`src/rtl/ritoa_pkg.sv`:
```
package ritoa_pkg;

  localparam int unsigned VALUE_BITS = 32;
  localparam int unsigned MAX_DIGITS = 32;

  localparam int unsigned IN_VALUE_W = 32;
  localparam int unsigned RADIX_W    = 6;
  localparam int unsigned CHAR_W     = 7;
  localparam int unsigned DIGIT_W    = 6;

  // quotient bits resolved per divider cycle
  localparam int unsigned DIV_STEPS  = 8;
  localparam int unsigned DIV_CYCLES = (VALUE_BITS + DIV_STEPS - 1) / DIV_STEPS;
  localparam int unsigned WORK_W     = DIV_CYCLES * DIV_STEPS;
  localparam int unsigned DIV_CNT_W  = (DIV_CYCLES > 1) ? $clog2(DIV_CYCLES) : 1;
  localparam int unsigned IDX_W      = $clog2(MAX_DIGITS);
  localparam int unsigned CNT_W      = $clog2(MAX_DIGITS + 1);

  localparam logic [WORK_W-1:0]    VALUE_MASK  = WORK_W'({VALUE_BITS{1'b1}});
  localparam logic [DIV_CNT_W-1:0] DIV_LAST    = DIV_CNT_W'(DIV_CYCLES - 1);
  localparam logic [CNT_W-1:0]     COUNT_LAST  = CNT_W'(MAX_DIGITS - 1);

  localparam logic [RADIX_W-1:0] RADIX_MIN     = 6'd2;
  localparam logic [RADIX_W-1:0] RADIX_MAX     = 6'd36;
  localparam logic [DIGIT_W-1:0] DECIMAL_LIMIT = 6'd10;
  localparam logic [CHAR_W-1:0]  CHAR_ZERO     = 7'd48;
  localparam logic [CHAR_W-1:0]  CHAR_LOWER_A  = 7'd97;

  typedef enum logic [1:0] {
    ST_IDLE,
    ST_DIV,
    ST_READ,
    ST_SHOW
  } state_e;

  typedef struct packed {
    logic load;
    logic div;
    logic rd;
    logic next;
  } cmd_t;

  typedef struct packed {
    logic div_last;
    logic conv_end;
    logic idx_zero;
  } status_t;

  function automatic logic [RADIX_W-1:0] clamp_radix(input logic [RADIX_W-1:0] r);
    logic [RADIX_W-1:0] res;
    if (r < RADIX_MIN) begin
      res = RADIX_MIN;
    end else if (r > RADIX_MAX) begin
      res = RADIX_MAX;
    end else begin
      res = r;
    end
    return res;
  endfunction

  function automatic logic [CHAR_W-1:0] digit_to_ascii(input logic [DIGIT_W-1:0] d);
    logic [CHAR_W-1:0] res;
    if (d < DECIMAL_LIMIT) begin
      res = CHAR_ZERO + CHAR_W'(d);
    end else begin
      res = CHAR_LOWER_A + CHAR_W'(d - DECIMAL_LIMIT);
    end
    return res;
  endfunction

endpackage

```
`src/rtl/ritoa_if.sv`:
```
interface ritoa_in_if;
  logic                                valid;
  logic                                ready;
  logic [ritoa_pkg::IN_VALUE_W-1:0]    value;
  logic [ritoa_pkg::RADIX_W-1:0]       radix;

  modport source (output valid, output value, output radix, input ready);
  modport sink   (input valid, input value, input radix, output ready);
endinterface

interface ritoa_out_if;
  logic                                valid;
  logic                                ready;
  logic [ritoa_pkg::CHAR_W-1:0]        digit_char;
  logic                                last_digit;

  modport source (output valid, output digit_char, output last_digit, input ready);
  modport sink   (input valid, input digit_char, input last_digit, output ready);
endinterface

```
`src/rtl/radix_integer_to_ascii.sv`:
```
// Channel   Direction  Payload                     Handshake
// in_i      sink       value[31:0], radix[5:0]     valid / ready
// out_o     source     digit_char[6:0], last_digit valid / ready
//
// Each digit is a long division of the whole working word in the shared divider,
// which resolves eight quotient bits a cycle.
// Each character is then read from the digit store, then output.
// An item yields at most 32 digits, and output stalls hold it up.
// Reset clears the controller and counters; the digit store is not cleared.
// A stalled output holds its character; no new item is taken until the last one goes.
module radix_integer_to_ascii (
  input  logic       clk_i,
  input  logic       rst_ni,
  ritoa_in_if.sink   in_i,
  ritoa_out_if.source out_o
);

  ritoa_pkg::cmd_t    cmd;
  ritoa_pkg::status_t status;

  ritoa_ctrl u_ctrl (
    .clk_i       (clk_i),
    .rst_ni      (rst_ni),
    .in_valid_i  (in_i.valid),
    .in_ready_o  (in_i.ready),
    .out_valid_o (out_o.valid),
    .out_ready_i (out_o.ready),
    .status_i    (status),
    .cmd_o       (cmd)
  );

  ritoa_dp u_dp (
    .clk_i        (clk_i),
    .rst_ni       (rst_ni),
    .cmd_i        (cmd),
    .status_o     (status),
    .value_i      (in_i.value),
    .radix_i      (in_i.radix),
    .digit_char_o (out_o.digit_char),
    .last_digit_o (out_o.last_digit)
  );

  a_no_overlap : assert property (@(posedge clk_i) disable iff (!rst_ni)
    out_o.valid |-> !in_i.ready)
    else $error("output valid while input ready");

  a_busy_after_accept : assert property (@(posedge clk_i) disable iff (!rst_ni)
    (in_i.valid && in_i.ready) |=> !in_i.ready)
    else $error("input ready straight after a transaction");

  a_idle_after_last : assert property (@(posedge clk_i) disable iff (!rst_ni)
    (out_o.valid && out_o.ready && out_o.last_digit) |=> in_i.ready)
    else $error("not idle after final character");

endmodule

```
`src/rtl/ritoa_ctrl.sv`:
```
module ritoa_ctrl (
  input  logic                clk_i,
  input  logic                rst_ni,
  input  logic                in_valid_i,
  output logic                in_ready_o,
  output logic                out_valid_o,
  input  logic                out_ready_i,
  input  ritoa_pkg::status_t  status_i,
  output ritoa_pkg::cmd_t     cmd_o
);

  ritoa_pkg::state_e state_q, state_d;

  always_ff @(posedge clk_i or negedge rst_ni) begin
    if (!rst_ni) begin
      state_q <= ritoa_pkg::ST_IDLE;
    end else begin
      state_q <= state_d;
    end
  end

  always_comb begin
    state_d     = state_q;
    cmd_o       = '0;
    in_ready_o  = 1'b0;
    out_valid_o = 1'b0;
    unique case (state_q)
      ritoa_pkg::ST_IDLE: begin
        in_ready_o = 1'b1;
        if (in_valid_i) begin
          cmd_o.load = 1'b1;
          state_d    = ritoa_pkg::ST_DIV;
        end
      end
      ritoa_pkg::ST_DIV: begin
        cmd_o.div = 1'b1;
        if (status_i.div_last && status_i.conv_end) begin
          state_d = ritoa_pkg::ST_READ;
        end
      end
      ritoa_pkg::ST_READ: begin
        cmd_o.rd = 1'b1;
        state_d  = ritoa_pkg::ST_SHOW;
      end
      ritoa_pkg::ST_SHOW: begin
        out_valid_o = 1'b1;
        if (out_ready_i) begin
          if (status_i.idx_zero) begin
            state_d = ritoa_pkg::ST_IDLE;
          end else begin
            cmd_o.next = 1'b1;
            state_d    = ritoa_pkg::ST_READ;
          end
        end
      end
      default: state_d = ritoa_pkg::ST_IDLE;
    endcase
  end

endmodule

```
`src/rtl/ritoa_dp.sv`:
```
module ritoa_dp (
  input  logic                              clk_i,
  input  logic                              rst_ni,
  input  ritoa_pkg::cmd_t                   cmd_i,
  output ritoa_pkg::status_t                status_o,
  input  logic [ritoa_pkg::IN_VALUE_W-1:0]  value_i,
  input  logic [ritoa_pkg::RADIX_W-1:0]     radix_i,
  output logic [ritoa_pkg::CHAR_W-1:0]      digit_char_o,
  output logic                              last_digit_o
);

  logic [ritoa_pkg::WORK_W-1:0]    work_q;
  logic [ritoa_pkg::WORK_W-1:0]    work_next;
  logic [ritoa_pkg::WORK_W-1:0]    work_load;
  logic [ritoa_pkg::IN_VALUE_W+ritoa_pkg::WORK_W-1:0] value_ext;
  logic [ritoa_pkg::DIGIT_W-1:0]   rem_q;
  logic [ritoa_pkg::DIGIT_W-1:0]   rem_next;
  logic [ritoa_pkg::RADIX_W-1:0]   radix_q;
  logic [ritoa_pkg::DIV_CNT_W-1:0] cnt_q;
  logic [ritoa_pkg::CNT_W-1:0]     n_q;
  logic [ritoa_pkg::IDX_W-1:0]     idx_q;
  logic [ritoa_pkg::DIGIT_W-1:0]   rd_q;
  logic [ritoa_pkg::DIV_STEPS-1:0] quot_bits;
  logic                            div_last;

  logic [ritoa_pkg::DIGIT_W-1:0]   digit_mem [ritoa_pkg::MAX_DIGITS];

  assign value_ext = {{ritoa_pkg::WORK_W{1'b0}}, value_i};
  assign work_load = value_ext[ritoa_pkg::WORK_W-1:0] & ritoa_pkg::VALUE_MASK;

  // long division of the top bits of the word by the radix, one bit per step
  always_comb begin
    logic [ritoa_pkg::DIGIT_W:0]     part;
    logic [ritoa_pkg::DIV_STEPS-1:0] top;
    logic [ritoa_pkg::DIGIT_W-1:0]   rem;
    top       = work_q[ritoa_pkg::WORK_W-1 -: ritoa_pkg::DIV_STEPS];
    rem       = rem_q;
    quot_bits = '0;
    for (int i = ritoa_pkg::DIV_STEPS - 1; i >= 0; i--) begin
      part = {rem, top[i]};
      if (part >= {1'b0, radix_q}) begin
        part         = part - {1'b0, radix_q};
        quot_bits[i] = 1'b1;
      end
      rem = part[ritoa_pkg::DIGIT_W-1:0];
    end
    rem_next  = rem;
    work_next = (work_q << ritoa_pkg::DIV_STEPS) | ritoa_pkg::WORK_W'(quot_bits);
  end

  assign div_last          = (cnt_q == ritoa_pkg::DIV_LAST);
  assign status_o.div_last = div_last;
  assign status_o.conv_end = (work_next == '0) || (n_q == ritoa_pkg::COUNT_LAST);
  assign status_o.idx_zero = (idx_q == '0);

  always_ff @(posedge clk_i or negedge rst_ni) begin
    if (!rst_ni) begin
      cnt_q <= '0;
      n_q   <= '0;
      idx_q <= '0;
    end else if (cmd_i.load) begin
      cnt_q <= '0;
      n_q   <= '0;
    end else if (cmd_i.div) begin
      if (div_last) begin
        cnt_q <= '0;
        n_q   <= n_q + 1'b1;
        idx_q <= n_q[ritoa_pkg::IDX_W-1:0];
      end else begin
        cnt_q <= cnt_q + 1'b1;
      end
    end else if (cmd_i.next) begin
      idx_q <= idx_q - 1'b1;
    end
  end

  always_ff @(posedge clk_i) begin
    if (cmd_i.load) begin
      work_q  <= work_load;
      rem_q   <= '0;
      radix_q <= ritoa_pkg::clamp_radix(radix_i);
    end else if (cmd_i.div) begin
      work_q <= work_next;
      // restart the remainder for the next digit
      rem_q  <= div_last ? '0 : rem_next;
    end
  end

  always_ff @(posedge clk_i) begin
    if (cmd_i.div && div_last) begin
      digit_mem[n_q[ritoa_pkg::IDX_W-1:0]] <= rem_next;
    end
    if (cmd_i.rd) begin
      rd_q <= digit_mem[idx_q];
    end
  end

  assign digit_char_o = ritoa_pkg::digit_to_ascii(rd_q);
  assign last_digit_o = (idx_q == '0);

endmodule
```
`src/flat_wrapper.sv`:
```
// flat-port wrapper written by rule: the top's interface ports become plain ports
module radix_integer_to_ascii_flat 
  (clk_i, rst_ni, in_i_valid, in_i_value, in_i_radix, in_i_ready, out_o_valid, out_o_digit_char, out_o_last_digit, out_o_ready);
  ritoa_in_if in_i_i ();
  ritoa_out_if out_o_i ();
  input  logic clk_i;
  input  logic rst_ni;
  input wire logic [$bits(in_i_i.valid)-1:0] in_i_valid;
  input wire logic [$bits(in_i_i.value)-1:0] in_i_value;
  input wire logic [$bits(in_i_i.radix)-1:0] in_i_radix;
  output wire logic [$bits(in_i_i.ready)-1:0] in_i_ready;
  output wire logic [$bits(out_o_i.valid)-1:0] out_o_valid;
  output wire logic [$bits(out_o_i.digit_char)-1:0] out_o_digit_char;
  output wire logic [$bits(out_o_i.last_digit)-1:0] out_o_last_digit;
  input wire logic [$bits(out_o_i.ready)-1:0] out_o_ready;
  assign in_i_i.valid = in_i_valid;
  assign in_i_i.value = in_i_value;
  assign in_i_i.radix = in_i_radix;
  assign in_i_ready = in_i_i.ready;
  assign out_o_valid = out_o_i.valid;
  assign out_o_digit_char = out_o_i.digit_char;
  assign out_o_last_digit = out_o_i.last_digit;
  assign out_o_i.ready = out_o_ready;
  radix_integer_to_ascii u_core (.clk_i(clk_i), .rst_ni(rst_ni), .in_i(in_i_i), .out_o(out_o_i));
endmodule
```
`config.mk`:
```
export PLATFORM = sky130hd
export DESIGN_NAME = radix_integer_to_ascii_flat
export DESIGN_NICKNAME = d
export VERILOG_FILES = /design/src/rtl/ritoa_pkg.sv /design/src/rtl/ritoa_if.sv /design/src/rtl/radix_integer_to_ascii.sv /design/src/rtl/ritoa_ctrl.sv /design/src/rtl/ritoa_dp.sv /design/src/flat_wrapper.sv
export SDC_FILE = /design/constraint.sdc
export NUM_CORES = 1
export LEC_CHECK = 0
export ABC_CLOCK_PERIOD_IN_PS = 25400
export BUFFER_PORTS_ARGS = -buffer_cell sky130_fd_sc_hd__buf_2
export CAP_MARGIN = 40
export CORE_MARGIN = 2
export CORE_UTILIZATION = 45
export DETAILED_ROUTE_END_ITERATION = 7
export PLACE_DENSITY = 0.64
export SLEW_MARGIN = 10
export SYNTH_ARGS = -nofsm -noshare
export SYNTH_HDL_FRONTEND = slang
export SYNTH_SLANG_ARGS = --single-unit
```
`constraint.sdc`:
```
create_clock -name clk_i -period 25.4 [get_ports clk_i]
set_input_delay 5.08 -clock clk_i [delete_from_list [all_inputs] [get_ports clk_i]]
set_output_delay 5.08 -clock clk_i [all_outputs]
set_load 0.05 [all_outputs]
```
* Yosys cells after proc, flatten, opt, wreduce, memory -nomap -nowiden
Memory sizes are Yosys's and may differ from the RTL's. A register that Yosys moved wholly into a read port is not among the register bits. Cells that the tools add are included.
Operators by class: add/sub/neg operators 14, reduce and logical (&&, ||, !) cells 13, bitwise operators 2, order comparisons 11, equality and inequality tests 9, muxes and demuxes 46
Operator list (number):
- 2-to-1 mux 6 bit | 13
- 2-to-1 mux 32 bit | 2
- >= comparator 7 x 6 -> 1 bit | 8
- subtractor 6 bit | 8
- logical NOT 32 bit | 1
- bitwise OR 32 x 8 -> 32 bit | 1
- 2-to-1 mux 1 bit | 19
- 2-to-1 mux 5 bit | 3
- 2-to-1 mux 2 bit | 7
- one-hot mux 2 bit (4 select lines) | 1
- adder 6 x 6 -> 7 bit (first input constant) | 1
- adder 7 bit (first input constant) | 1
- 2-to-1 mux 7 bit | 1
- subtractor 6 x 4 -> 7 bit (second input constant) | 1
- adder 6 x 1 -> 6 bit (second input constant) | 1
- == test 2 bit (second input constant) | 3
- == test 6 x 5 -> 1 bit (second input constant) | 1
- greater-than comparator 6 bit (second input constant) | 1
- < comparator 6 x 2 -> 1 bit (second input constant) | 1
- < comparator 6 x 4 -> 1 bit (second input constant) | 1
- inequality test 2 bit (second input constant) | 3
- AND reduction 3 bit | 2
- nonzero test 2 bit | 3
- logical NOT 5 bit | 1
- 10 further kinds | 11
Storage, ports and cells: word-level logic and storage cells 104, register bits 59, bits in writable memories 192, input bits 42, output and inout port bits 10, memories kept 1
Memories:
- u_core.u_dp.digit_mem | words 32, width 6, rd ports 1, clocked after Yosys merged registers in 1, write ports 1, line ritoa_dp.sv:26 | logic [ritoa_pkg::DIGIT_W-1:0] digit_mem [ritoa_pkg::MAX_DIGITS];

* Longest topological paths before layout
Gate-level depths: netlist of the first run.
depth in word-level cells 22, mapped depth 79

* Cells and area by module
From an unflattened synthesis of the first run, not the netlist that was laid out.
Unflattened totals: cells, all modules 922, area, all modules 13314.0 sq um
Modules (own cells, without submodules):
- ritoa_dp | area an instance 13177.6 sq um, sequential area each 7532.2 sq um, cells an instance 908, instances 1
- ritoa_ctrl | area an instance 136.4 sq um, sequential area each 50.0 sq um, cells an instance 14, instances 1

* Worst setup path after synthesis of the first run
No wires, ideal clock.
path type register to register, start reg u_core.u_dp.radix_q[1] (netlist name), end mem u_core.u_dp.digit_mem[0][0] (netlist name), data pin, stages on the path, launching flop included 74, setup slack 8.746 ns, data required time 25.008 ns, data arrival time 16.262 ns, cells stage by stage edfxtp_1 -> inv_1 -> ha_1 -> a21o_1 -> a31oi_1 -> o21ai_1 -> o21ai_0 -> inv_1 -> ha_1 -> nor2b_1 -> o31a_1 -> o31ai_1 -> o2111ai_1 -> o21ai_0 -> inv_1 -> ha_1 -> a2111oi_0 -> o21ai_0 -> [... 38 more ...] -> nor2b_1 -> o21ai_0 -> nand2b_1 -> a21o_1 -> a21o_1 -> a221oi_4 -> o21ai_2 -> mux2i_1 -> ha_1 -> a21o_1 -> a21o_1 -> a21o_1 -> a21o_1 -> a31o_2 -> a21oi_1 -> o221a_2 -> o21ai_2 -> mux2i_1
On the way: cells in the longest elaborated chain, start to end 16
Ends and longest elaborated chain:
- from (decl) | line ritoa_dp.sv:18 | logic [ritoa_pkg::RADIX_W-1:0] radix_q;
- from (signal assigned) | line ritoa_dp.sv:81 | radix_q <= ritoa_pkg::clamp_radix(radix_i);
- subtractor 6 bit or >= comparator 7 x 6 -> 1 bit (tied branches) | line ritoa_dp.sv:42, ritoa_dp.sv:41
- 2-to-1 mux 6 bit | line ritoa_dp.sv:41 | if (part >= {1'b0, radix_q}) begin
- subtractor 6 bit or >= comparator 7 x 6 -> 1 bit (tied branches) | line ritoa_dp.sv:42, ritoa_dp.sv:41
- 2-to-1 mux 6 bit | line ritoa_dp.sv:41
- subtractor 6 bit or >= comparator 7 x 6 -> 1 bit (tied branches) | line ritoa_dp.sv:42, ritoa_dp.sv:41
- 2-to-1 mux 6 bit | line ritoa_dp.sv:41
- subtractor 6 bit or >= comparator 7 x 6 -> 1 bit (tied branches) | line ritoa_dp.sv:42, ritoa_dp.sv:41
- 2-to-1 mux 6 bit | line ritoa_dp.sv:41
- subtractor 6 bit or >= comparator 7 x 6 -> 1 bit (tied branches) | line ritoa_dp.sv:42, ritoa_dp.sv:41
- 2-to-1 mux 6 bit | line ritoa_dp.sv:41
- >= comparator 7 x 6 -> 1 bit or subtractor 6 bit (tied branches) | line ritoa_dp.sv:41, ritoa_dp.sv:42
- 2-to-1 mux 6 bit | line ritoa_dp.sv:41
- subtractor 6 bit or >= comparator 7 x 6 -> 1 bit (tied branches) | line ritoa_dp.sv:42, ritoa_dp.sv:41
- 2-to-1 mux 6 bit | line ritoa_dp.sv:41
- >= comparator 7 x 6 -> 1 bit (*) | line ritoa_dp.sv:41
- 2-to-1 mux 6 bit (*) | line ritoa_dp.sv:41
- via u_core.u_dp.rem_next (one bit) | line ritoa_dp.sv:17 | logic [ritoa_pkg::DIGIT_W-1:0] rem_next;
- to (decl) | line ritoa_dp.sv:26
Mark *: on every way through the listed nets, which the timed path passes. The rest lies on a longest branch.

* Worst setup path in the final report of the first run
start reg u_core.u_dp.radix_q[1] (netlist name), end reg u_core.u_dp.rem_q[0] (netlist name)
On the way: cells in the longest elaborated chain, start to end 17
Ends and longest elaborated chain:
- subtractor 6 bit or >= comparator 7 x 6 -> 1 bit (tied branches) | line ritoa_dp.sv:42, ritoa_dp.sv:41
- 2-to-1 mux 6 bit | line ritoa_dp.sv:41
- subtractor 6 bit or >= comparator 7 x 6 -> 1 bit (tied branches) | line ritoa_dp.sv:42, ritoa_dp.sv:41
- 2-to-1 mux 6 bit | line ritoa_dp.sv:41
- subtractor 6 bit or >= comparator 7 x 6 -> 1 bit (tied branches) | line ritoa_dp.sv:42, ritoa_dp.sv:41
- 2-to-1 mux 6 bit | line ritoa_dp.sv:41
- subtractor 6 bit or >= comparator 7 x 6 -> 1 bit (tied branches) | line ritoa_dp.sv:42, ritoa_dp.sv:41
- 2-to-1 mux 6 bit | line ritoa_dp.sv:41
- [... 2 more ...]
- >= comparator 7 x 6 -> 1 bit or subtractor 6 bit (tied branches) | line ritoa_dp.sv:41, ritoa_dp.sv:42
- 2-to-1 mux 6 bit | line ritoa_dp.sv:41
- subtractor 6 bit or >= comparator 7 x 6 -> 1 bit (tied branches) | line ritoa_dp.sv:42, ritoa_dp.sv:41
- 2-to-1 mux 6 bit | line ritoa_dp.sv:41
- >= comparator 7 x 6 -> 1 bit (*) | line ritoa_dp.sv:41
- 2-to-1 mux 6 bit (*) | line ritoa_dp.sv:41
- via u_core.u_dp.rem_next (one bit) | line ritoa_dp.sv:17
- 2-to-1 mux 6 bit (*) | line ritoa_dp.sv:85 | rem_q <= div_last ? '0 : rem_next;
- to (signal assigned) | line ritoa_dp.sv:85
- to (decl) | line ritoa_dp.sv:16 | logic [ritoa_pkg::DIGIT_W-1:0] rem_q;
Marks and branches as above. A chain may end at the register's enable or synchronous reset.

==> results.cfg, run 1 <==
[outcome]
status = completed

[layout]
n_antenna_cell = 0
mostFrequentLayoutCell = edfxtp_1
n_fill_cell = 2437
layout.nets = 1117
drive_above_1_share_pct = 20.0
layout_common_cells = edfxtp_1 (236), nand2_1 (118), nor2_1 (71), mux4_2 (60), ha_1 (58)
syn2layout_area_growth_pct = 11.8

[timing]
finalSetupViolations = 0
finClkSkew_ns = 0.0224
hold_violations = 0
relSlewSlack_pct = 42.9
rsz0062_at_grt = no
period_share_pct = 75.7
worst_slew_pin_slew_ns = 0.840
timing.fmax_mhz = 52.0
min_period_ns = 19.23
drv_slew = 0
setup_tns_ns = 0

[cts]
hold_buffers = 0
cts_resized = 0
clk_latency_ns = 0.53
cts_buffers = 26
clk_pin_slew_worst_paths_ns = 0.06
cts_setup_buffers = 0
cts_tree = done
cts.htree.levels = 1
cts-root-buf = clkbuf_16
cts_buffer_depth = 3
clock_sinks = 257

[job]
maxCapViolCount = 0

[logic_synthesis]
synthArstFlopShare_pct = 5.84
syn_inst = 955
yosys_most_used_dff = edfxtp_1
synth.avg_cell_area_um2 = 13.7
ys_seq_area_share_pct = 57.8
synth_enable_flop_cells = 236
yosysWarnings = 0
syn_area_um2 = 13100
synth_fp_nets = 1063
synth_cell_types = 68
ys_seq_elements = 257

[grt]
grt_pass1_wl_um = 44900
grt_pass1_vias = 7844
grt_max_degree = 51
top_usage_layer = met2
gr-total-overflow = 0
antenna_found_initial = 0
grt_use_met1_pct = 26.9
use_met2_pct = 31.7
track_usage_pct = 19.0
met3_usage_pct = 2.11

[routing]
first_iter_violations = 598
ant_nets = 0
drt_first_pass_iters = 7
vias = 7820
drc = 0
wl_um = 28600
vias_per_cell = 5.54
wl_per_cell_um = 20.3

[worst_setup_path]
criticalPathCategory = register to register
crit_path_top_delay_cell = mux2i_2
critPathMaxStageDelay_ns = 0.72
cp.arrival_ns = 19.72
worstPathMaxFanout = 17
endpoint_kind = register
cp.required_ns = 25.88
start_kind = register

[floorplanning]
die-area_um2 = 30500
die_w_um = 175
core_um2 = 28700
io_pins = 52
rows = 62
die_h_um = 175
initial_utilization_pct = 45.7

[place]
io_buffers = 51
post-dp-hpwl_um = 19700
gp_congestion = 0.845

[hold_path]
hold_class = register to register
path summary, 6_finish.rpt:
check | endpoint | slack [ns] | depth (start not counted) | from
hold reg to reg | u_core.u_dp.rem_q[5]$_SDFFE_PP0P_ | 0.52 | 1 | u_core.u_dp.rem_q[5]$_SDFFE_PP0P_
min in group asynchronous | u_core.u_ctrl.state_q[0]$_DFFE_PN0P_ | 4.45 | 1 | rst_ni
setup / recovery | u_core.u_dp.rem_q[0]$_SDFFE_PP0P_ | 6.17 | 74 | u_core.u_dp.radix_q[1]$_SDFFCE_PP1P_
max in group asynchronous | u_core.u_dp.idx_q[0]$_DFFE_PN0P_ | 20.66 | 1 | rst_ni
hold / removal | u_core.u_dp.rem_q[5]$_SDFFE_PP0P_ | 0.52 | 1 | u_core.u_dp.rem_q[5]$_SDFFE_PP0P_
setup reg to reg | u_core.u_dp.rem_q[0]$_SDFFE_PP0P_ | 6.17 | 74 | u_core.u_dp.radix_q[1]$_SDFFCE_PP1P_
synth_stat cells, types with 5 or more instances:
library cell / count / area share, %
clkbuf_1: 26 / 0.74
nor2_1: 71 / 2.0
nor3_1: 7 / 0.27
o21a_1: 8 / 0.46
a22o_1: 7 / 0.47
mux2i_1: 14 / 1.1
nand3_1: 12 / 0.46
a21o_1: 19 / 1.1
o21ai_0: 35 / 1.3
xor2_1: 10 / 0.67
buf_1: 5 / 0.14
nor2b_1: 13 / 0.62
fa_1: 8 / 1.2
mux4_2: 60 / 10
ha_1: 58 / 5.5
nand2_1: 118 / 3.4
nand4_1: 7 / 0.33
a21oi_1: 25 / 0.95
or3_1: 5 / 0.24
nand2b_1: 13 / 0.62
dfxtp_1: 6 / 0.92
a31oi_1: 7 / 0.33
edfxtp_1: 236 / 54
nor4_1: 6 / 0.29
mux2_2: 28 / 2.4
inv_1: 48 / 1.4
dfrtp_1: 15 / 2.9
xnor2_1: 19 / 1.3
cell families (layout without fill, tap and decap cells):
logic type      count (synthesis)  after routing  share of synthesized area (%)
compound gates                141            141                           7.42
xor+xnor                       29             29                           1.94
mux                           103            103                           13.9
buf+inv                        81            154                           2.43
fa+ha+maj                      67             67                           6.83
simple gates                  277            277                           9.69
flops                         257            257                           57.8
state kept, by name, summed over array words and instances (netlist names):
signal / count
u_core.u_dp.radix_q: 6
u_core.u_dp.n_q: 6
u_core.u_dp.rd_q: 6
u_core.u_dp.idx_q: 5
u_core.u_dp.digit_mem: 192
u_core.u_ctrl.state_q: 2
u_core.u_dp.cnt_q: 2
u_core.u_dp.rem_q: 6
u_core.u_dp.work_q: 32
area by class of cell:
class / instances / area (um^2) / area share (%)
flip-flops and latches: 257 / 7590 / 51.8
multi-input cells: 617 / 5220 / 35.6
clock buffers: 33 / 677 / 4.62
clock inverters: 14 / 161 / 1.10
repair buffers: 59 / 355 / 2.42
well taps: 384 / 480 / 3.28
inverters: 48 / 180 / 1.23
per-stage QoR:
step                      utilization [%]  instances  hold WS (ns)  area, um^2  worst slack, ns
after global placement               48.0       1363         0.501       13800             6.94
after CTS                            51.1       1412         0.520       14700             6.20
after floorplan                         -        955         0.451       13100             8.75
final                                51.1       1412         0.520       14700             6.17
after detailed placement             48.2       1365         0.499       13800             6.28
after global routing                 51.1       1412         0.560       14700             4.39
worst max-delay path: cells and delay by family (launching register included):
family                   cells  cell delay (ns)
AO/OA/AOI/OAI               42            10.88
adder cells (fa/ha/maj)      8             2.17
buffers and inverters        7             1.17
flip-flops                   1             0.66
multiplexers                 6             2.62
AND/OR/NAND/NOR             11             1.69
layer usage:
layer / vias up / wire length, um
met5: - / 0
met4: 0 / 602
met3: 39 / 1540
met2: 225 / 13800
met1: 3831 / 12600
li1: 3725 / -
Power of run 1 is not shown: default switching activity piles up to over one toggle a cycle in this logic, so the estimate is an artifact.
==> run 2, diff against run 1 <==
ABC_CLOCK_PERIOD_IN_PS = 19400   (was 25400)
clock period = 19.4 ns   (was 25.4 ns; I/O delays follow)
==> results.cfg, run 2 (synthesis results as in run 1) <==
[outcome]
status = completed

[routing]
drc = 0
vias_per_cell = 5.60
vias = 7970
ant_nets = 0
wl_per_cell_um = 20.5
drt_first_pass_iters = 5
first_iter_violations = 672
wl_um = 29200

[timing]
drv_slew = 0
hold_violations = 0
finalSetupViolations = 0
timing.fmax_mhz = 55.3
setup_tns_ns = 0
finClkSkew_ns = 0.0154
relSlewSlack_pct = 44.0
min_period_ns = 18.09
worst_slew_pin_slew_ns = 0.838
rsz0062_at_grt = no
period_share_pct = 93.3

[job]
maxCapViolCount = 0

[worst_setup_path]
crit_path_top_delay_cell = a221o_1
rrSetupSlack_ns = 1.31
worstPathMaxFanout = 33
rr_startpoint = u_core.u_dp.radix_q[1]$_SDFFCE_PP1P_
criticalPathCategory = register to register
critPathMaxStageDelay_ns = 0.54
endpoint_kind = register
cp.required_ns = 19.82
reg2reg_depth = 72
start_kind = register
cp.arrival_ns = 18.51
reg2reg_to = u_core.u_dp.rem_q[1]$_SDFFE_PP0P_

[grt]
gr-total-overflow = 0
grt_max_degree = 52
grt_pass1_vias = 7916
antenna_found_initial = 0
track_usage_pct = 19.4
grt_pass1_wl_um = 45700

[floorplanning]
die_w_um = 175
initial_utilization_pct = 45.7
die-area_um2 = 30500
rows = 62
core_um2 = 28700
die_h_um = 175
io_pins = 52

[cts]
clk_latency_ns = 0.53
cts-root-buf = clkbuf_16
hold_buffers = 0
clock_sinks = 257
cts.htree.levels = 1
cts_buffers = 26
cts_tree = done
clk_pin_slew_worst_paths_ns = 0.06
cts_buffer_depth = 3

[layout]
layout_common_cells = edfxtp_1 (236), nand2_1 (117), nor2_1 (71), mux4_2 (60), ha_1 (58)
n_fill_cell = 2442
largest_reg_flops = 192
mostFrequentLayoutCell = edfxtp_1
drive_above_1_share_pct = 21.5
layoutNonFillerInstCount = 1422
syn2layout_area_growth_pct = 13.3
layout.nets = 1126
postLayoutCellArea_um2 = 14900
n_antenna_cell = 0
final_core_util_pct = 51.8

[place]
io_buffers = 51
dp.cells = 1370
post-dp-hpwl_um = 20100
gp_congestion = 0.882
placed_area_um2 = 13900

[hold_path]
hold_class = register to register
hold_start = u_core.u_dp.rem_q[5]$_SDFFE_PP0P_
min_to = u_core.u_dp.rem_q[5]$_SDFFE_PP0P_
hold_depth = 1
-- run 2: worst max-delay path, delay by kind of cell (launching register included) --
family | cells | cell delay [ns]
simple gates | 10 | 1.49
flops | 1 | 0.49
mux | 8 | 3.17
compound gates | 42 | 9.95
fa+ha+maj | 8 | 2.24
buf+inv | 4 | 0.65
-- run 2: worst max-delay path by stage --
stage	start	end	slack [ns]	cells after the start
after detailed placement	u_core.u_dp.radix_q[1]$_SDFFCE_PP1P_	u_core.u_dp.digit_mem[0][4]$_DFFE_PP_	0.48	72
after global routing	u_core.u_dp.radix_q[4]$_SDFFCE_PP0P_	u_core.u_dp.digit_mem[1][0]$_DFFE_PP_	0.01	75
after floorplan	u_core.u_dp.radix_q[1]$_SDFFCE_PP1P_	u_core.u_dp.digit_mem[0][0]$_DFFE_PP_	2.75	73
after global placement	u_core.u_dp.radix_q[1]$_SDFFCE_PP1P_	u_core.u_dp.digit_mem[4][0]$_DFFE_PP_	0.93	73
final	u_core.u_dp.radix_q[1]$_SDFFCE_PP1P_	u_core.u_dp.rem_q[1]$_SDFFE_PP0P_	1.31	72
after CTS	u_core.u_dp.radix_q[1]$_SDFFCE_PP1P_	u_core.u_dp.digit_mem[25][4]$_DFFE_PP_	0.44	72
-- run 2: stage by stage --
| step | hold WS, ns | worst slack [ns] |
|---|---|---|
| 6_report | 0.530 | 1.31 |
| 3_5_place_dp | 0.527 | 0.476 |
| 3_3_place_gp | 0.491 | 0.931 |
| 4_1_cts | 0.546 | 0.442 |
| 5_1_grt | 0.575 | 0.0130 |
| 2_1_floorplan | 0.451 | 2.75 |
-- run 2: what timing repair did --
action                     4_1_cts  5_1_grt
setup endpoints to repair        0      201
gates resized for setup          0       11
setup buffers                    0        4
-- run 2: metal layers --
metal / wire, um / part of all wire [%] / up-vias / GRT usage, %
met1: 13300 / 46 / 3986 / 27.8
met2: 14000 / 48 / 201 / 31.9
met3: 1340 / 4.6 / 42 / 2.22
met5: 0 / 0 / - / 0
met4: 547 / 1.9 / 0 / 4.51
li1: - / - / 3741 / -
-- run 2: cell type report --
type	instances	area, um^2	area share (%)
Inverter	48	180	1.21
Clock buffer	33	697	4.69
Timing Repair Buffer	68	427	2.87
Multi-Input combinational cell	617	5260	35.4
Tap cell	384	480	3.23
Sequential cell	257	7590	51.1
Clock inverter	15	225	1.52
Power of run 2 is left out for the same reason.
